--- src/brc_pkg.sv ---
`default_nettype none
package brc_pkg;

   localparam int DIM_BITS_DEFAULT = 16;
   localparam int FIELD_W          = 16;
   localparam int COORD_W          = 32;
   localparam int WIDE_W           = 36;
   localparam int ALPHA_W          = 8;
   localparam int CSR_INDEX_W      = 4;
   localparam int STAGES           = 6;

   localparam logic [ALPHA_W-1:0] ALPHA_CLEAR  = 8'd0;
   localparam logic [ALPHA_W-1:0] ALPHA_OPAQUE = 8'd255;

   localparam logic [CSR_INDEX_W-1:0] CSR_DEST_WIDTH  = 4'd0;
   localparam logic [CSR_INDEX_W-1:0] CSR_DEST_HEIGHT = 4'd1;

   typedef enum logic [1:0] {
      FUNC_FILL  = 2'd0,
      FUNC_COPY  = 2'd1,
      FUNC_BLEND = 2'd2,
      FUNC_RSVD  = 2'd3
   } func_type;

   typedef struct packed {
      func_type                  func;
      logic signed [COORD_W-1:0] dest_corner_x;
      logic signed [COORD_W-1:0] dest_corner_y;
      logic signed [COORD_W-1:0] source_corner_x;
      logic signed [COORD_W-1:0] source_corner_y;
      logic [COORD_W-1:0]        rect_width;
      logic [COORD_W-1:0]        rect_height;
      logic [FIELD_W-1:0]        source_surface_width;
      logic [FIELD_W-1:0]        source_surface_height;
      logic                      same_buffer;
      logic [ALPHA_W-1:0]        blend_alpha;
   } req_type;

   typedef struct packed {
      logic                 skip;
      logic [FIELD_W-1:0]   clip_dest_x;
      logic [FIELD_W-1:0]   clip_dest_y;
      logic [FIELD_W-1:0]   clip_source_x;
      logic [FIELD_W-1:0]   clip_source_y;
      logic [FIELD_W-1:0]   clip_width;
      logic [FIELD_W-1:0]   clip_height;
      logic [COORD_W-1:0]   dest_offset;
      logic [COORD_W-1:0]   source_offset;
      logic                 walk_rows_backward;
      logic                 walk_cols_backward;
      logic                 plain_copy;
   } rsp_type;

   // working geometry, wide signed so no trim step wraps
   typedef struct packed {
      logic signed [WIDE_W-1:0] dx;
      logic signed [WIDE_W-1:0] dy;
      logic signed [WIDE_W-1:0] sx;
      logic signed [WIDE_W-1:0] sy;
      logic signed [WIDE_W-1:0] w;
      logic signed [WIDE_W-1:0] h;
      logic [FIELD_W-1:0]       sw;
      logic [FIELD_W-1:0]       sh;
      logic                     has_src;
      logic                     skip;
      logic                     plain;
      logic                     same;
   } geom_type;

   typedef struct packed {
      logic [FIELD_W-1:0] dw;
      logic [FIELD_W-1:0] dh;
   } dims_type;

   typedef struct packed {
      logic load_a;
      logic load_b;
   } stage_en_type;

   function automatic logic signed [WIDE_W-1:0] widen(input logic signed [COORD_W-1:0] v);
      return WIDE_W'(v);
   endfunction

   function automatic logic not_positive(input logic signed [WIDE_W-1:0] v);
      return v[WIDE_W-1] || (v == '0);
   endfunction

endpackage
`default_nettype wire

--- src/brc_if.sv ---
`default_nettype none
interface brc_req_if;
   logic                                  valid;
   logic                                  ready;
   logic [1:0]                            func;
   logic signed [brc_pkg::COORD_W-1:0]    dest_corner_x;
   logic signed [brc_pkg::COORD_W-1:0]    dest_corner_y;
   logic signed [brc_pkg::COORD_W-1:0]    source_corner_x;
   logic signed [brc_pkg::COORD_W-1:0]    source_corner_y;
   logic [brc_pkg::COORD_W-1:0]           rect_width;
   logic [brc_pkg::COORD_W-1:0]           rect_height;
   logic [brc_pkg::FIELD_W-1:0]           source_surface_width;
   logic [brc_pkg::FIELD_W-1:0]           source_surface_height;
   logic                                  same_buffer;
   logic [brc_pkg::ALPHA_W-1:0]           blend_alpha;

   modport source (
      output valid, func, dest_corner_x, dest_corner_y, source_corner_x, source_corner_y,
             rect_width, rect_height, source_surface_width, source_surface_height,
             same_buffer, blend_alpha,
      input  ready
   );
   modport sink (
      input  valid, func, dest_corner_x, dest_corner_y, source_corner_x, source_corner_y,
             rect_width, rect_height, source_surface_width, source_surface_height,
             same_buffer, blend_alpha,
      output ready
   );
endinterface

interface brc_rsp_if;
   logic                          valid;
   logic                          ready;
   logic                          skip;
   logic [brc_pkg::FIELD_W-1:0]   clip_dest_x;
   logic [brc_pkg::FIELD_W-1:0]   clip_dest_y;
   logic [brc_pkg::FIELD_W-1:0]   clip_source_x;
   logic [brc_pkg::FIELD_W-1:0]   clip_source_y;
   logic [brc_pkg::FIELD_W-1:0]   clip_width;
   logic [brc_pkg::FIELD_W-1:0]   clip_height;
   logic [brc_pkg::COORD_W-1:0]   dest_offset;
   logic [brc_pkg::COORD_W-1:0]   source_offset;
   logic                          walk_rows_backward;
   logic                          walk_cols_backward;
   logic                          plain_copy;

   modport source (
      output valid, skip, clip_dest_x, clip_dest_y, clip_source_x, clip_source_y,
             clip_width, clip_height, dest_offset, source_offset,
             walk_rows_backward, walk_cols_backward, plain_copy,
      input  ready
   );
   modport sink (
      input  valid, skip, clip_dest_x, clip_dest_y, clip_source_x, clip_source_y,
             clip_width, clip_height, dest_offset, source_offset,
             walk_rows_backward, walk_cols_backward, plain_copy,
      output ready
   );
endinterface

interface brc_csr_if;
   logic                              valid;
   logic                              ready;
   logic [brc_pkg::CSR_INDEX_W-1:0]   index;
   logic [brc_pkg::FIELD_W-1:0]       data;

   modport source (output valid, index, data, input ready);
   modport sink (input valid, index, data, output ready);
endinterface
`default_nettype wire

--- src/blit_rectangle_clipper_core.sv ---
// Pipeline: six register stages; the first loads at the request transfer edge, and
// the result is valid once the command reaches the last stage.
// Throughput: one command per cycle; each stage holds under backpressure and
// refills as soon as the stage ahead moves, so bubbles are squeezed out.
// Reset: synchronous, active high; empties the pipeline and clears the
// destination surface width and height registers to 0.
`default_nettype none
module blit_rectangle_clipper_core #(
   parameter int DIM_BITS = brc_pkg::DIM_BITS_DEFAULT
) (
   input  wire           clock,
   input  wire           reset,
   brc_req_if.sink       req_ch,
   brc_rsp_if.source     rsp_ch,
   brc_csr_if.sink       csr_ch
);

   localparam int DIM_USED = (DIM_BITS < brc_pkg::FIELD_W) ? DIM_BITS : brc_pkg::FIELD_W;

   logic [brc_pkg::FIELD_W-1:0]  dest_width_ff, dest_width_in;
   logic [brc_pkg::FIELD_W-1:0]  dest_height_ff, dest_height_in;
   logic [brc_pkg::STAGES-1:0]   valid_ff, valid_in;
   logic [brc_pkg::STAGES-1:0]   stage_adv;
   brc_pkg::dims_type            dims;
   brc_pkg::req_type             req;
   brc_pkg::geom_type            near_geom, far_geom;
   brc_pkg::rsp_type             rsp;
   brc_pkg::stage_en_type        near_en, far_en, offset_en;

   // configuration
   assign csr_ch.ready = 1'b1;

   always_comb begin
      dest_width_in  = dest_width_ff;
      dest_height_in = dest_height_ff;
      if (csr_ch.valid) begin
         case (csr_ch.index)
            brc_pkg::CSR_DEST_WIDTH:  dest_width_in  = csr_ch.data;
            brc_pkg::CSR_DEST_HEIGHT: dest_height_in = csr_ch.data;
            default: ;
         endcase
      end
   end

   assign dims.dw = brc_pkg::FIELD_W'(dest_width_ff[DIM_USED-1:0]);
   assign dims.dh = brc_pkg::FIELD_W'(dest_height_ff[DIM_USED-1:0]);

   // stage flow control
   always_comb begin
      stage_adv[brc_pkg::STAGES-1] = !valid_ff[brc_pkg::STAGES-1] || rsp_ch.ready;
      for (int k = brc_pkg::STAGES - 2; k >= 0; k--) begin
         stage_adv[k] = !valid_ff[k] || stage_adv[k+1];
      end
      valid_in[0] = stage_adv[0] ? req_ch.valid : valid_ff[0];
      for (int k = 1; k < brc_pkg::STAGES; k++) begin
         valid_in[k] = stage_adv[k] ? valid_ff[k-1] : valid_ff[k];
      end
   end

   always_ff @(posedge clock) begin
      if (reset) begin
         valid_ff       <= '0;
         dest_width_ff  <= '0;
         dest_height_ff <= '0;
      end else begin
         valid_ff       <= valid_in;
         dest_width_ff  <= dest_width_in;
         dest_height_ff <= dest_height_in;
      end
   end

   assign req_ch.ready = stage_adv[0];

   assign near_en.load_a   = stage_adv[0];
   assign near_en.load_b   = stage_adv[1];
   assign far_en.load_a    = stage_adv[2];
   assign far_en.load_b    = stage_adv[3];
   assign offset_en.load_a = stage_adv[4];
   assign offset_en.load_b = stage_adv[5];

   assign req.func                  = brc_pkg::func_type'(req_ch.func);
   assign req.dest_corner_x         = req_ch.dest_corner_x;
   assign req.dest_corner_y         = req_ch.dest_corner_y;
   assign req.source_corner_x       = req_ch.source_corner_x;
   assign req.source_corner_y       = req_ch.source_corner_y;
   assign req.rect_width            = req_ch.rect_width;
   assign req.rect_height           = req_ch.rect_height;
   assign req.source_surface_width  = req_ch.source_surface_width;
   assign req.source_surface_height = req_ch.source_surface_height;
   assign req.same_buffer           = req_ch.same_buffer;
   assign req.blend_alpha           = req_ch.blend_alpha;

   brc_near_clip #(
      .DIM_BITS (DIM_BITS)
   ) u_near_clip (
      .clock (clock),
      .en    (near_en),
      .req   (req),
      .geom  (near_geom)
   );

   brc_far_clip u_far_clip (
      .clock    (clock),
      .en       (far_en),
      .dims     (dims),
      .geom_in  (near_geom),
      .geom_out (far_geom)
   );

   brc_offset u_offset (
      .clock (clock),
      .en    (offset_en),
      .dims  (dims),
      .geom  (far_geom),
      .rsp   (rsp)
   );

   assign rsp_ch.valid              = valid_ff[brc_pkg::STAGES-1];
   assign rsp_ch.skip               = rsp.skip;
   assign rsp_ch.clip_dest_x        = rsp.clip_dest_x;
   assign rsp_ch.clip_dest_y        = rsp.clip_dest_y;
   assign rsp_ch.clip_source_x      = rsp.clip_source_x;
   assign rsp_ch.clip_source_y      = rsp.clip_source_y;
   assign rsp_ch.clip_width         = rsp.clip_width;
   assign rsp_ch.clip_height        = rsp.clip_height;
   assign rsp_ch.dest_offset        = rsp.dest_offset;
   assign rsp_ch.source_offset      = rsp.source_offset;
   assign rsp_ch.walk_rows_backward = rsp.walk_rows_backward;
   assign rsp_ch.walk_cols_backward = rsp.walk_cols_backward;
   assign rsp_ch.plain_copy         = rsp.plain_copy;

   // a skipped command carries no geometry
   a_skip_clears_fields: assert property (@(posedge clock) disable iff (reset)
      (rsp_ch.valid && rsp_ch.skip) |-> (rsp_ch.clip_width == '0) &&
         (rsp_ch.clip_height == '0) && (rsp_ch.dest_offset == '0) && !rsp_ch.plain_copy)
      else $error("skipped result carries nonzero fields");

   // a drawn rectangle is never empty
   a_drawn_not_empty: assert property (@(posedge clock) disable iff (reset)
      (rsp_ch.valid && !rsp_ch.skip) |-> (rsp_ch.clip_width != '0) &&
         (rsp_ch.clip_height != '0))
      else $error("drawn result with empty rectangle");

   a_walk_rows_order: assert property (@(posedge clock) disable iff (reset)
      (rsp_ch.valid && rsp_ch.walk_rows_backward) |->
         (rsp_ch.clip_dest_y > rsp_ch.clip_source_y))
      else $error("backward row walk without destination below source");

   // a stalled first stage keeps its command
   a_stage_hold: assert property (@(posedge clock) disable iff (reset)
      (valid_ff[0] && !stage_adv[0]) |=> valid_ff[0])
      else $error("stalled stage lost its command");

endmodule
`default_nettype wire

--- src/brc_near_clip.sv ---
`default_nettype none
module brc_near_clip #(
   parameter int DIM_BITS = brc_pkg::DIM_BITS_DEFAULT
) (
   input  wire                      clock,
   input  brc_pkg::stage_en_type    en,
   input  brc_pkg::req_type         req,
   output brc_pkg::geom_type        geom
);

   localparam int DIM_USED = (DIM_BITS < brc_pkg::FIELD_W) ? DIM_BITS : brc_pkg::FIELD_W;
   localparam int MSB      = brc_pkg::WIDE_W - 1;

   brc_pkg::geom_type trim_dest_in, trim_dest_ff;
   brc_pkg::geom_type trim_src_in, trim_src_ff;
   logic              has_src;

   // destination near edges: move source along
   always_comb begin
      has_src = (req.func == brc_pkg::FUNC_COPY) || (req.func == brc_pkg::FUNC_BLEND);
      trim_dest_in.dx      = brc_pkg::widen(req.dest_corner_x);
      trim_dest_in.dy      = brc_pkg::widen(req.dest_corner_y);
      trim_dest_in.sx      = has_src ? brc_pkg::widen(req.source_corner_x) : '0;
      trim_dest_in.sy      = has_src ? brc_pkg::widen(req.source_corner_y) : '0;
      trim_dest_in.w       = brc_pkg::WIDE_W'(req.rect_width);
      trim_dest_in.h       = brc_pkg::WIDE_W'(req.rect_height);
      trim_dest_in.sw      = brc_pkg::FIELD_W'(req.source_surface_width[DIM_USED-1:0]);
      trim_dest_in.sh      = brc_pkg::FIELD_W'(req.source_surface_height[DIM_USED-1:0]);
      trim_dest_in.has_src = has_src;
      trim_dest_in.skip    = (req.func == brc_pkg::FUNC_RSVD) ||
                             ((req.func == brc_pkg::FUNC_BLEND) &&
                              (req.blend_alpha == brc_pkg::ALPHA_CLEAR));
      trim_dest_in.plain   = (req.func == brc_pkg::FUNC_COPY) ||
                             ((req.func == brc_pkg::FUNC_BLEND) &&
                              (req.blend_alpha == brc_pkg::ALPHA_OPAQUE));
      trim_dest_in.same    = req.same_buffer;
      if (trim_dest_in.dx[MSB]) begin
         trim_dest_in.w  = trim_dest_in.w + trim_dest_in.dx;
         trim_dest_in.sx = trim_dest_in.sx - trim_dest_in.dx;
         trim_dest_in.dx = '0;
      end
      if (trim_dest_in.dy[MSB]) begin
         trim_dest_in.h  = trim_dest_in.h + trim_dest_in.dy;
         trim_dest_in.sy = trim_dest_in.sy - trim_dest_in.dy;
         trim_dest_in.dy = '0;
      end
   end

   // source near edges: move destination along
   always_comb begin
      trim_src_in = trim_dest_ff;
      if (trim_dest_ff.has_src && trim_dest_ff.sx[MSB]) begin
         trim_src_in.w  = trim_dest_ff.w + trim_dest_ff.sx;
         trim_src_in.dx = trim_dest_ff.dx - trim_dest_ff.sx;
         trim_src_in.sx = '0;
      end
      if (trim_dest_ff.has_src && trim_dest_ff.sy[MSB]) begin
         trim_src_in.h  = trim_dest_ff.h + trim_dest_ff.sy;
         trim_src_in.dy = trim_dest_ff.dy - trim_dest_ff.sy;
         trim_src_in.sy = '0;
      end
   end

   always_ff @(posedge clock) begin
      if (en.load_a) begin
         trim_dest_ff <= trim_dest_in;
      end
      if (en.load_b) begin
         trim_src_ff <= trim_src_in;
      end
   end

   assign geom = trim_src_ff;

endmodule
`default_nettype wire

--- src/brc_far_clip.sv ---
`default_nettype none
module brc_far_clip (
   input  wire                      clock,
   input  brc_pkg::stage_en_type    en,
   input  brc_pkg::dims_type        dims,
   input  brc_pkg::geom_type        geom_in,
   output brc_pkg::geom_type        geom_out
);

   brc_pkg::geom_type        dest_far_in, dest_far_ff;
   brc_pkg::geom_type        src_far_in, src_far_ff;
   logic signed [brc_pkg::WIDE_W-1:0] dw_wide, dh_wide, sw_wide, sh_wide;
   logic signed [brc_pkg::WIDE_W-1:0] dest_right, dest_bottom, src_right, src_bottom;

   always_comb begin
      dw_wide     = brc_pkg::WIDE_W'(dims.dw);
      dh_wide     = brc_pkg::WIDE_W'(dims.dh);
      dest_right  = geom_in.dx + geom_in.w;
      dest_bottom = geom_in.dy + geom_in.h;
      dest_far_in = geom_in;
      dest_far_in.skip = geom_in.skip || brc_pkg::not_positive(geom_in.w) ||
                         brc_pkg::not_positive(geom_in.h);
      if ($signed(dest_right) > $signed(dw_wide)) begin
         dest_far_in.w = dw_wide - geom_in.dx;
      end
      if ($signed(dest_bottom) > $signed(dh_wide)) begin
         dest_far_in.h = dh_wide - geom_in.dy;
      end
   end

   always_comb begin
      sw_wide    = brc_pkg::WIDE_W'(dest_far_ff.sw);
      sh_wide    = brc_pkg::WIDE_W'(dest_far_ff.sh);
      src_right  = dest_far_ff.sx + dest_far_ff.w;
      src_bottom = dest_far_ff.sy + dest_far_ff.h;
      src_far_in = dest_far_ff;
      if (dest_far_ff.has_src && ($signed(src_right) > $signed(sw_wide))) begin
         src_far_in.w = sw_wide - dest_far_ff.sx;
      end
      if (dest_far_ff.has_src && ($signed(src_bottom) > $signed(sh_wide))) begin
         src_far_in.h = sh_wide - dest_far_ff.sy;
      end
   end

   always_ff @(posedge clock) begin
      if (en.load_a) begin
         dest_far_ff <= dest_far_in;
      end
      if (en.load_b) begin
         src_far_ff <= src_far_in;
      end
   end

   assign geom_out = src_far_ff;

endmodule
`default_nettype wire

--- src/brc_offset.sv ---
`default_nettype none
module brc_offset (
   input  wire                      clock,
   input  brc_pkg::stage_en_type    en,
   input  brc_pkg::dims_type        dims,
   input  brc_pkg::geom_type        geom,
   output brc_pkg::rsp_type         rsp
);

   typedef struct packed {
      logic                          skip;
      logic                          has_src;
      logic                          plain;
      logic                          walk_rows;
      logic                          walk_cols;
      logic [brc_pkg::FIELD_W-1:0]   dx;
      logic [brc_pkg::FIELD_W-1:0]   dy;
      logic [brc_pkg::FIELD_W-1:0]   sx;
      logic [brc_pkg::FIELD_W-1:0]   sy;
      logic [brc_pkg::FIELD_W-1:0]   w;
      logic [brc_pkg::FIELD_W-1:0]   h;
      logic [brc_pkg::COORD_W-1:0]   dest_row;
      logic [brc_pkg::COORD_W-1:0]   src_row;
   } product_type;

   product_type       product_in, product_ff;
   brc_pkg::rsp_type  rsp_in, rsp_ff;

   // after a clean clip every corner lies below 2^16, so 16 bits carry it exactly
   always_comb begin
      product_in.skip      = geom.skip || brc_pkg::not_positive(geom.w) ||
                             brc_pkg::not_positive(geom.h);
      product_in.has_src   = geom.has_src;
      product_in.plain     = geom.plain;
      product_in.dx        = geom.dx[brc_pkg::FIELD_W-1:0];
      product_in.dy        = geom.dy[brc_pkg::FIELD_W-1:0];
      product_in.sx        = geom.has_src ? geom.sx[brc_pkg::FIELD_W-1:0] : '0;
      product_in.sy        = geom.has_src ? geom.sy[brc_pkg::FIELD_W-1:0] : '0;
      product_in.w         = geom.w[brc_pkg::FIELD_W-1:0];
      product_in.h         = geom.h[brc_pkg::FIELD_W-1:0];
      product_in.walk_rows = geom.has_src && geom.same &&
                             (geom.dy[brc_pkg::FIELD_W-1:0] > geom.sy[brc_pkg::FIELD_W-1:0]);
      product_in.walk_cols = geom.has_src && geom.same &&
                             (geom.dx[brc_pkg::FIELD_W-1:0] > geom.sx[brc_pkg::FIELD_W-1:0]);
      product_in.dest_row  = brc_pkg::COORD_W'(geom.dy[brc_pkg::FIELD_W-1:0]) *
                             brc_pkg::COORD_W'(dims.dw);
      product_in.src_row   = brc_pkg::COORD_W'(geom.sy[brc_pkg::FIELD_W-1:0]) *
                             brc_pkg::COORD_W'(geom.sw);
   end

   always_comb begin
      rsp_in = '0;
      rsp_in.skip = product_ff.skip;
      if (!product_ff.skip) begin
         rsp_in.clip_dest_x        = product_ff.dx;
         rsp_in.clip_dest_y        = product_ff.dy;
         rsp_in.clip_source_x      = product_ff.sx;
         rsp_in.clip_source_y      = product_ff.sy;
         rsp_in.clip_width         = product_ff.w;
         rsp_in.clip_height        = product_ff.h;
         rsp_in.dest_offset        = product_ff.dest_row + brc_pkg::COORD_W'(product_ff.dx);
         rsp_in.source_offset      = product_ff.has_src ?
                                     product_ff.src_row + brc_pkg::COORD_W'(product_ff.sx) : '0;
         rsp_in.walk_rows_backward = product_ff.walk_rows;
         rsp_in.walk_cols_backward = product_ff.walk_cols;
         rsp_in.plain_copy         = product_ff.plain;
      end
   end

   always_ff @(posedge clock) begin
      if (en.load_a) begin
         product_ff <= product_in;
      end
      if (en.load_b) begin
         rsp_ff <= rsp_in;
      end
   end

   assign rsp = rsp_ff;

endmodule
`default_nettype wire

--- src/flat_wrapper.sv ---
// flat-port wrapper written by rule: the top's interface ports become plain ports
module blit_rectangle_clipper_core_flat 
#(
   parameter int DIM_BITS = brc_pkg::DIM_BITS_DEFAULT
)
  (clock, reset, req_ch_valid, req_ch_func, req_ch_dest_corner_x, req_ch_dest_corner_y, req_ch_source_corner_x, req_ch_source_corner_y, req_ch_rect_width, req_ch_rect_height, req_ch_source_surface_width, req_ch_source_surface_height, req_ch_same_buffer, req_ch_blend_alpha, req_ch_ready, rsp_ch_valid, rsp_ch_skip, rsp_ch_clip_dest_x, rsp_ch_clip_dest_y, rsp_ch_clip_source_x, rsp_ch_clip_source_y, rsp_ch_clip_width, rsp_ch_clip_height, rsp_ch_dest_offset, rsp_ch_source_offset, rsp_ch_walk_rows_backward, rsp_ch_walk_cols_backward, rsp_ch_plain_copy, rsp_ch_ready, csr_ch_valid, csr_ch_index, csr_ch_data, csr_ch_ready);
  brc_req_if req_ch_i ();
  brc_rsp_if rsp_ch_i ();
  brc_csr_if csr_ch_i ();
  input  wire clock;
  input  wire reset;
  input wire logic [$bits(req_ch_i.valid)-1:0] req_ch_valid;
  input wire logic [$bits(req_ch_i.func)-1:0] req_ch_func;
  input wire logic [$bits(req_ch_i.dest_corner_x)-1:0] req_ch_dest_corner_x;
  input wire logic [$bits(req_ch_i.dest_corner_y)-1:0] req_ch_dest_corner_y;
  input wire logic [$bits(req_ch_i.source_corner_x)-1:0] req_ch_source_corner_x;
  input wire logic [$bits(req_ch_i.source_corner_y)-1:0] req_ch_source_corner_y;
  input wire logic [$bits(req_ch_i.rect_width)-1:0] req_ch_rect_width;
  input wire logic [$bits(req_ch_i.rect_height)-1:0] req_ch_rect_height;
  input wire logic [$bits(req_ch_i.source_surface_width)-1:0] req_ch_source_surface_width;
  input wire logic [$bits(req_ch_i.source_surface_height)-1:0] req_ch_source_surface_height;
  input wire logic [$bits(req_ch_i.same_buffer)-1:0] req_ch_same_buffer;
  input wire logic [$bits(req_ch_i.blend_alpha)-1:0] req_ch_blend_alpha;
  output wire logic [$bits(req_ch_i.ready)-1:0] req_ch_ready;
  output wire logic [$bits(rsp_ch_i.valid)-1:0] rsp_ch_valid;
  output wire logic [$bits(rsp_ch_i.skip)-1:0] rsp_ch_skip;
  output wire logic [$bits(rsp_ch_i.clip_dest_x)-1:0] rsp_ch_clip_dest_x;
  output wire logic [$bits(rsp_ch_i.clip_dest_y)-1:0] rsp_ch_clip_dest_y;
  output wire logic [$bits(rsp_ch_i.clip_source_x)-1:0] rsp_ch_clip_source_x;
  output wire logic [$bits(rsp_ch_i.clip_source_y)-1:0] rsp_ch_clip_source_y;
  output wire logic [$bits(rsp_ch_i.clip_width)-1:0] rsp_ch_clip_width;
  output wire logic [$bits(rsp_ch_i.clip_height)-1:0] rsp_ch_clip_height;
  output wire logic [$bits(rsp_ch_i.dest_offset)-1:0] rsp_ch_dest_offset;
  output wire logic [$bits(rsp_ch_i.source_offset)-1:0] rsp_ch_source_offset;
  output wire logic [$bits(rsp_ch_i.walk_rows_backward)-1:0] rsp_ch_walk_rows_backward;
  output wire logic [$bits(rsp_ch_i.walk_cols_backward)-1:0] rsp_ch_walk_cols_backward;
  output wire logic [$bits(rsp_ch_i.plain_copy)-1:0] rsp_ch_plain_copy;
  input wire logic [$bits(rsp_ch_i.ready)-1:0] rsp_ch_ready;
  input wire logic [$bits(csr_ch_i.valid)-1:0] csr_ch_valid;
  input wire logic [$bits(csr_ch_i.index)-1:0] csr_ch_index;
  input wire logic [$bits(csr_ch_i.data)-1:0] csr_ch_data;
  output wire logic [$bits(csr_ch_i.ready)-1:0] csr_ch_ready;
  assign req_ch_i.valid = req_ch_valid;
  assign req_ch_i.func = req_ch_func;
  assign req_ch_i.dest_corner_x = req_ch_dest_corner_x;
  assign req_ch_i.dest_corner_y = req_ch_dest_corner_y;
  assign req_ch_i.source_corner_x = req_ch_source_corner_x;
  assign req_ch_i.source_corner_y = req_ch_source_corner_y;
  assign req_ch_i.rect_width = req_ch_rect_width;
  assign req_ch_i.rect_height = req_ch_rect_height;
  assign req_ch_i.source_surface_width = req_ch_source_surface_width;
  assign req_ch_i.source_surface_height = req_ch_source_surface_height;
  assign req_ch_i.same_buffer = req_ch_same_buffer;
  assign req_ch_i.blend_alpha = req_ch_blend_alpha;
  assign req_ch_ready = req_ch_i.ready;
  assign rsp_ch_valid = rsp_ch_i.valid;
  assign rsp_ch_skip = rsp_ch_i.skip;
  assign rsp_ch_clip_dest_x = rsp_ch_i.clip_dest_x;
  assign rsp_ch_clip_dest_y = rsp_ch_i.clip_dest_y;
  assign rsp_ch_clip_source_x = rsp_ch_i.clip_source_x;
  assign rsp_ch_clip_source_y = rsp_ch_i.clip_source_y;
  assign rsp_ch_clip_width = rsp_ch_i.clip_width;
  assign rsp_ch_clip_height = rsp_ch_i.clip_height;
  assign rsp_ch_dest_offset = rsp_ch_i.dest_offset;
  assign rsp_ch_source_offset = rsp_ch_i.source_offset;
  assign rsp_ch_walk_rows_backward = rsp_ch_i.walk_rows_backward;
  assign rsp_ch_walk_cols_backward = rsp_ch_i.walk_cols_backward;
  assign rsp_ch_plain_copy = rsp_ch_i.plain_copy;
  assign rsp_ch_i.ready = rsp_ch_ready;
  assign csr_ch_i.valid = csr_ch_valid;
  assign csr_ch_i.index = csr_ch_index;
  assign csr_ch_i.data = csr_ch_data;
  assign csr_ch_ready = csr_ch_i.ready;
  blit_rectangle_clipper_core #(.DIM_BITS(DIM_BITS)) u_core (.clock(clock), .reset(reset), .req_ch(req_ch_i), .rsp_ch(rsp_ch_i), .csr_ch(csr_ch_i));
endmodule
--- config.mk ---
export PLATFORM = sky130hd
export DESIGN_NAME = blit_rectangle_clipper_core_flat
export DESIGN_NICKNAME = d
export VERILOG_FILES = /design/src/brc_pkg.sv /design/src/brc_if.sv /design/src/blit_rectangle_clipper_core.sv /design/src/brc_near_clip.sv /design/src/brc_far_clip.sv /design/src/brc_offset.sv /design/src/flat_wrapper.sv
export SDC_FILE = /design/constraint.sdc
export NUM_CORES = 2
export LEC_CHECK = 0
export ABC_AREA = 1
export CORE_MARGIN = 2
export CORE_UTILIZATION = 61
export CTS_BUF_LIST = sky130_fd_sc_hd__clkbuf_4 sky130_fd_sc_hd__clkbuf_8
export DETAILED_ROUTE_END_ITERATION = 6
export DONT_BUFFER_PORTS = 1
export PLACE_DENSITY = 0.92
export SLEW_MARGIN = 20
export SYNTH_ARGS = -nofsm -noshare
export SYNTH_HDL_FRONTEND = slang
export SYNTH_SLANG_ARGS = --single-unit
--- constraint.sdc ---
create_clock -name clock -period 25.8 [get_ports clock]
set_input_delay 2.58 -clock clock [delete_from_list [all_inputs] [get_ports clock]]
set_output_delay 2.58 -clock clock [all_outputs]
set_load 0.03 [all_outputs]
==> flow_metrics.tcl <==
set metrics [dict create \
    status "finished, violations left" \
    violations "DRC" \
    dp_hpwl_mm 227 \
    period_share 0.339 \
    clk_path_buf_depth 3 \
    cts.repair.resized 0 \
    synth_cell_types 61 \
    use_met1 0.441 \
    final_nets 13400 \
    critical-path-max-stage-delay_ps 710 \
    num_rows 146 \
    worst-setup-path-type "in2out" \
    viasPerCell 5.85 \
    busiest_layer "met2" \
    swShare 0.449 \
    drtPass1Iterations 7 \
    finalNonFillerCells 14200 \
    p_int_uw 5340 \
    utilization 0.650 \
    setup_violations 0 \
    fmax_ghz 0.114 \
    cts_tree "done" \
    die_w_um 404 \
    drive_above_1_share 0.0375 \
    grt_pass1_wl_mm 438 \
    ant_nets 0 \
    dp_cells 13800 \
    skew_ps 42.7 \
    drtIter0Drc 9948 \
    core_region_area_um2 159000 \
    cts_hold_buf 0 \
    gp_congestion 1.03 \
    hold_ws_ps 405 \
    p_leak_uw 0.0514 \
    min_path_type "reg2reg" \
    synth-async-reset-ratio 0 \
    post_drt_wl_per_cell_um 20.3 \
    cts_buffers 187 \
    critPathMaxFanout 131 \
    finalCriticalPeriod_ps 8750 \
    syn2layout_area_growth_pct 5.72 \
    r2r_slack_ps 18420 \
    relSlewSlack 0.161 \
    final_max_slew_viol_count 0 \
    critical_path_arrival_ps 6170 \
    cp-start-kind "input pin" \
    yosysSeqAreaShare 0.374 \
    yosysWarnings 0 \
    crit_path_end_kind "primary output" \
    fillers 12700 \
    ys_seq_elements 1225 \
    clkSinkCount 1225 \
    drc 12 \
    met3_usage 0.0983 \
    tightest_slew_ps 1260 \
    worst_skew_pair.late_latency_ps 980 \
    h-tree-depth 4 \
    cp_slowest_cell "inv_8" \
    switchingPower_uw 4350 \
    die_area_um2 163000 \
    synth.area.top_cells "edfxtp_1 (37%), nand2_1 (12%), ha_1 (10%)" \
    avgSynthCellArea_um2 8.13 \
    portBuffers 0 \
    netlist_area_um2 97400 \
    power_frac_seq 0.331 \
    final_cell_mix "nand2_1 (3044), inv_1 (2132), edfxtp_1 (1187)" \
    clk_pin_slew_ps 60 \
    p_per_area_nw_per_um2 94.0 \
    cp_cell_sequence "nor2_1, inv_6, nor2_1, inv_6, nor2_1, inv_6, nor2_1, inv_8, nor2_1, nand2_4" \
    ff2ff_path_depth 15 \
    path_common_cell "nor2_1" \
    rsz0062_at_grt "false" \
    synthesis.nets 13500 \
    initial_utilization 0.615 \
    final.setup.tns_ps 0 \
    antenna_found_initial 36 \
    grt_overflow 0 \
    grt_max_degree 132 \
    required_ps 23220 \
    ctsRootBufferMaster "clkbuf_8" \
    hold_viol_final 0 \
    wl_mm 288 \
    layout_commonest_cell "nand2_1" \
    synth.top_cell.area_share 0.366 \
    io_pins 427 \
    comb_power_share 0.501 \
    synth_edf_count 1187 \
    max_cap_viol_count 0 \
    synthCells 12000 \
    peakVddDrop_uv 184 \
    grt_pass1_vias 80200 \
    dominantRegCellSynth "edfxtp_1" \
    met2_usage 0.547 \
    hold_depth 0 \
    die_y_um 404 \
    synth_top_cell_by_area "edfxtp_1" \
    clkPwrFrac 0.169 \
    postCtsSetupRepairBufs 0 \
    via_count 82900 \
    grt_use_total 0.348 \
]
metrics by stage:
stage	power [uW]	worst slack, ps	area [um^2]
floorplan	6560	843	97400
global placement	7700	16500	99200
detailed placement	7890	16280	99200
CTS	9550	17010	103000
global route	10400	16720	103000
finish	9680	17050	103000
cells by family (layout without fill, tap and decap cells):
family | count (synthesis) | count (layout) | synth area share
XOR/XNOR | 426 | 426 | 0.0387
AND/OR/NAND/NOR | 5105 | 5105 | 0.214
adder cells (fa/ha/maj) | 1211 | 1211 | 0.187
flip-flops | 1225 | 1225 | 0.374
AO/OA/AOI/OAI | 1603 | 1603 | 0.0920
buffers and inverters | 2419 | 2512 | 0.0946
other | 1 | 22 | 0.0000385
final cells by class:
cell class | count | area [um^2] | share of cell area
diodes | 21 | 52.6 | 0.000510
clock buffers | 241 | 3000 | 0.0292
clock inverters | 87 | 747 | 0.00725
inverters | 2144 | 8080 | 0.0784
multi-input cells | 8346 | 51800 | 0.503
flip-flops and latches | 1225 | 36400 | 0.353
well taps | 2072 | 2590 | 0.0252
repair buffers | 40 | 304 | 0.00295
layer usage:
layer,wire length (um),up-vias
met3,36400,1128
met2,126000,5002
li1,-,38800
met4,16700,44
met5,295,-
met1,108000,37900
critical path, delay by kind of cell:
kind / cells / cell delay [ps]
buffers and inverters: 4 / 2160
AND/OR/NAND/NOR: 6 / 1290
power by group through the flow:
stage / Clock [uW] / Sequential (uW) / Combinational, uW
after detailed placement: 0 / 3200 / 4680
after floorplan: 0 / 2940 / 3630
final: 1630 / 3200 / 4850
after global placement: 0 / 3190 / 4510
after CTS: 1650 / 3170 / 4730
after global routing: 1730 / 3210 / 5420
sequential cells by signal (all words and copies together), names as in the netlist, 16 cells and up:
signal / count
u_core.dest_height_ff: 16
u_core.dest_width_ff: 16
u_core.u_far_clip.dest_far_ff: 212
u_core.u_far_clip.geom_out: 156
u_core.u_near_clip.geom: 252
u_core.u_near_clip.trim_dest_ff: 238
u_core.u_offset.product_ff: 165
u_core.u_offset.rsp: 164
synth_stat cells, drive strengths merged, types with 179 or more instances:
| master | count |
|---|---|
| xnor2 | 179 |
| nand3 | 527 |
| o21ai | 561 |
| nand2 | 3060 |
| nor2 | 1128 |
| edfxtp | 1187 |
| clkbuf | 217 |
| ha | 805 |
| a21oi | 670 |
| inv | 2142 |
| xor2 | 247 |
| fa | 406 |
final timing paths:
| kind | startpoint | end |
|---|---|---|
| max | rsp_ch_ready | req_ch_ready |
| min | u_core.u_near_clip.geom[124] | u_core.u_far_clip.dest_far_ff[124] |
| max reg2reg | u_core.valid_ff[5] | u_core.u_near_clip.trim_dest_ff[246] |
| min reg2reg | u_core.u_near_clip.geom[124] | u_core.u_far_clip.dest_far_ff[124] |
No activity file was read; power rests on OpenSTA's default activity.
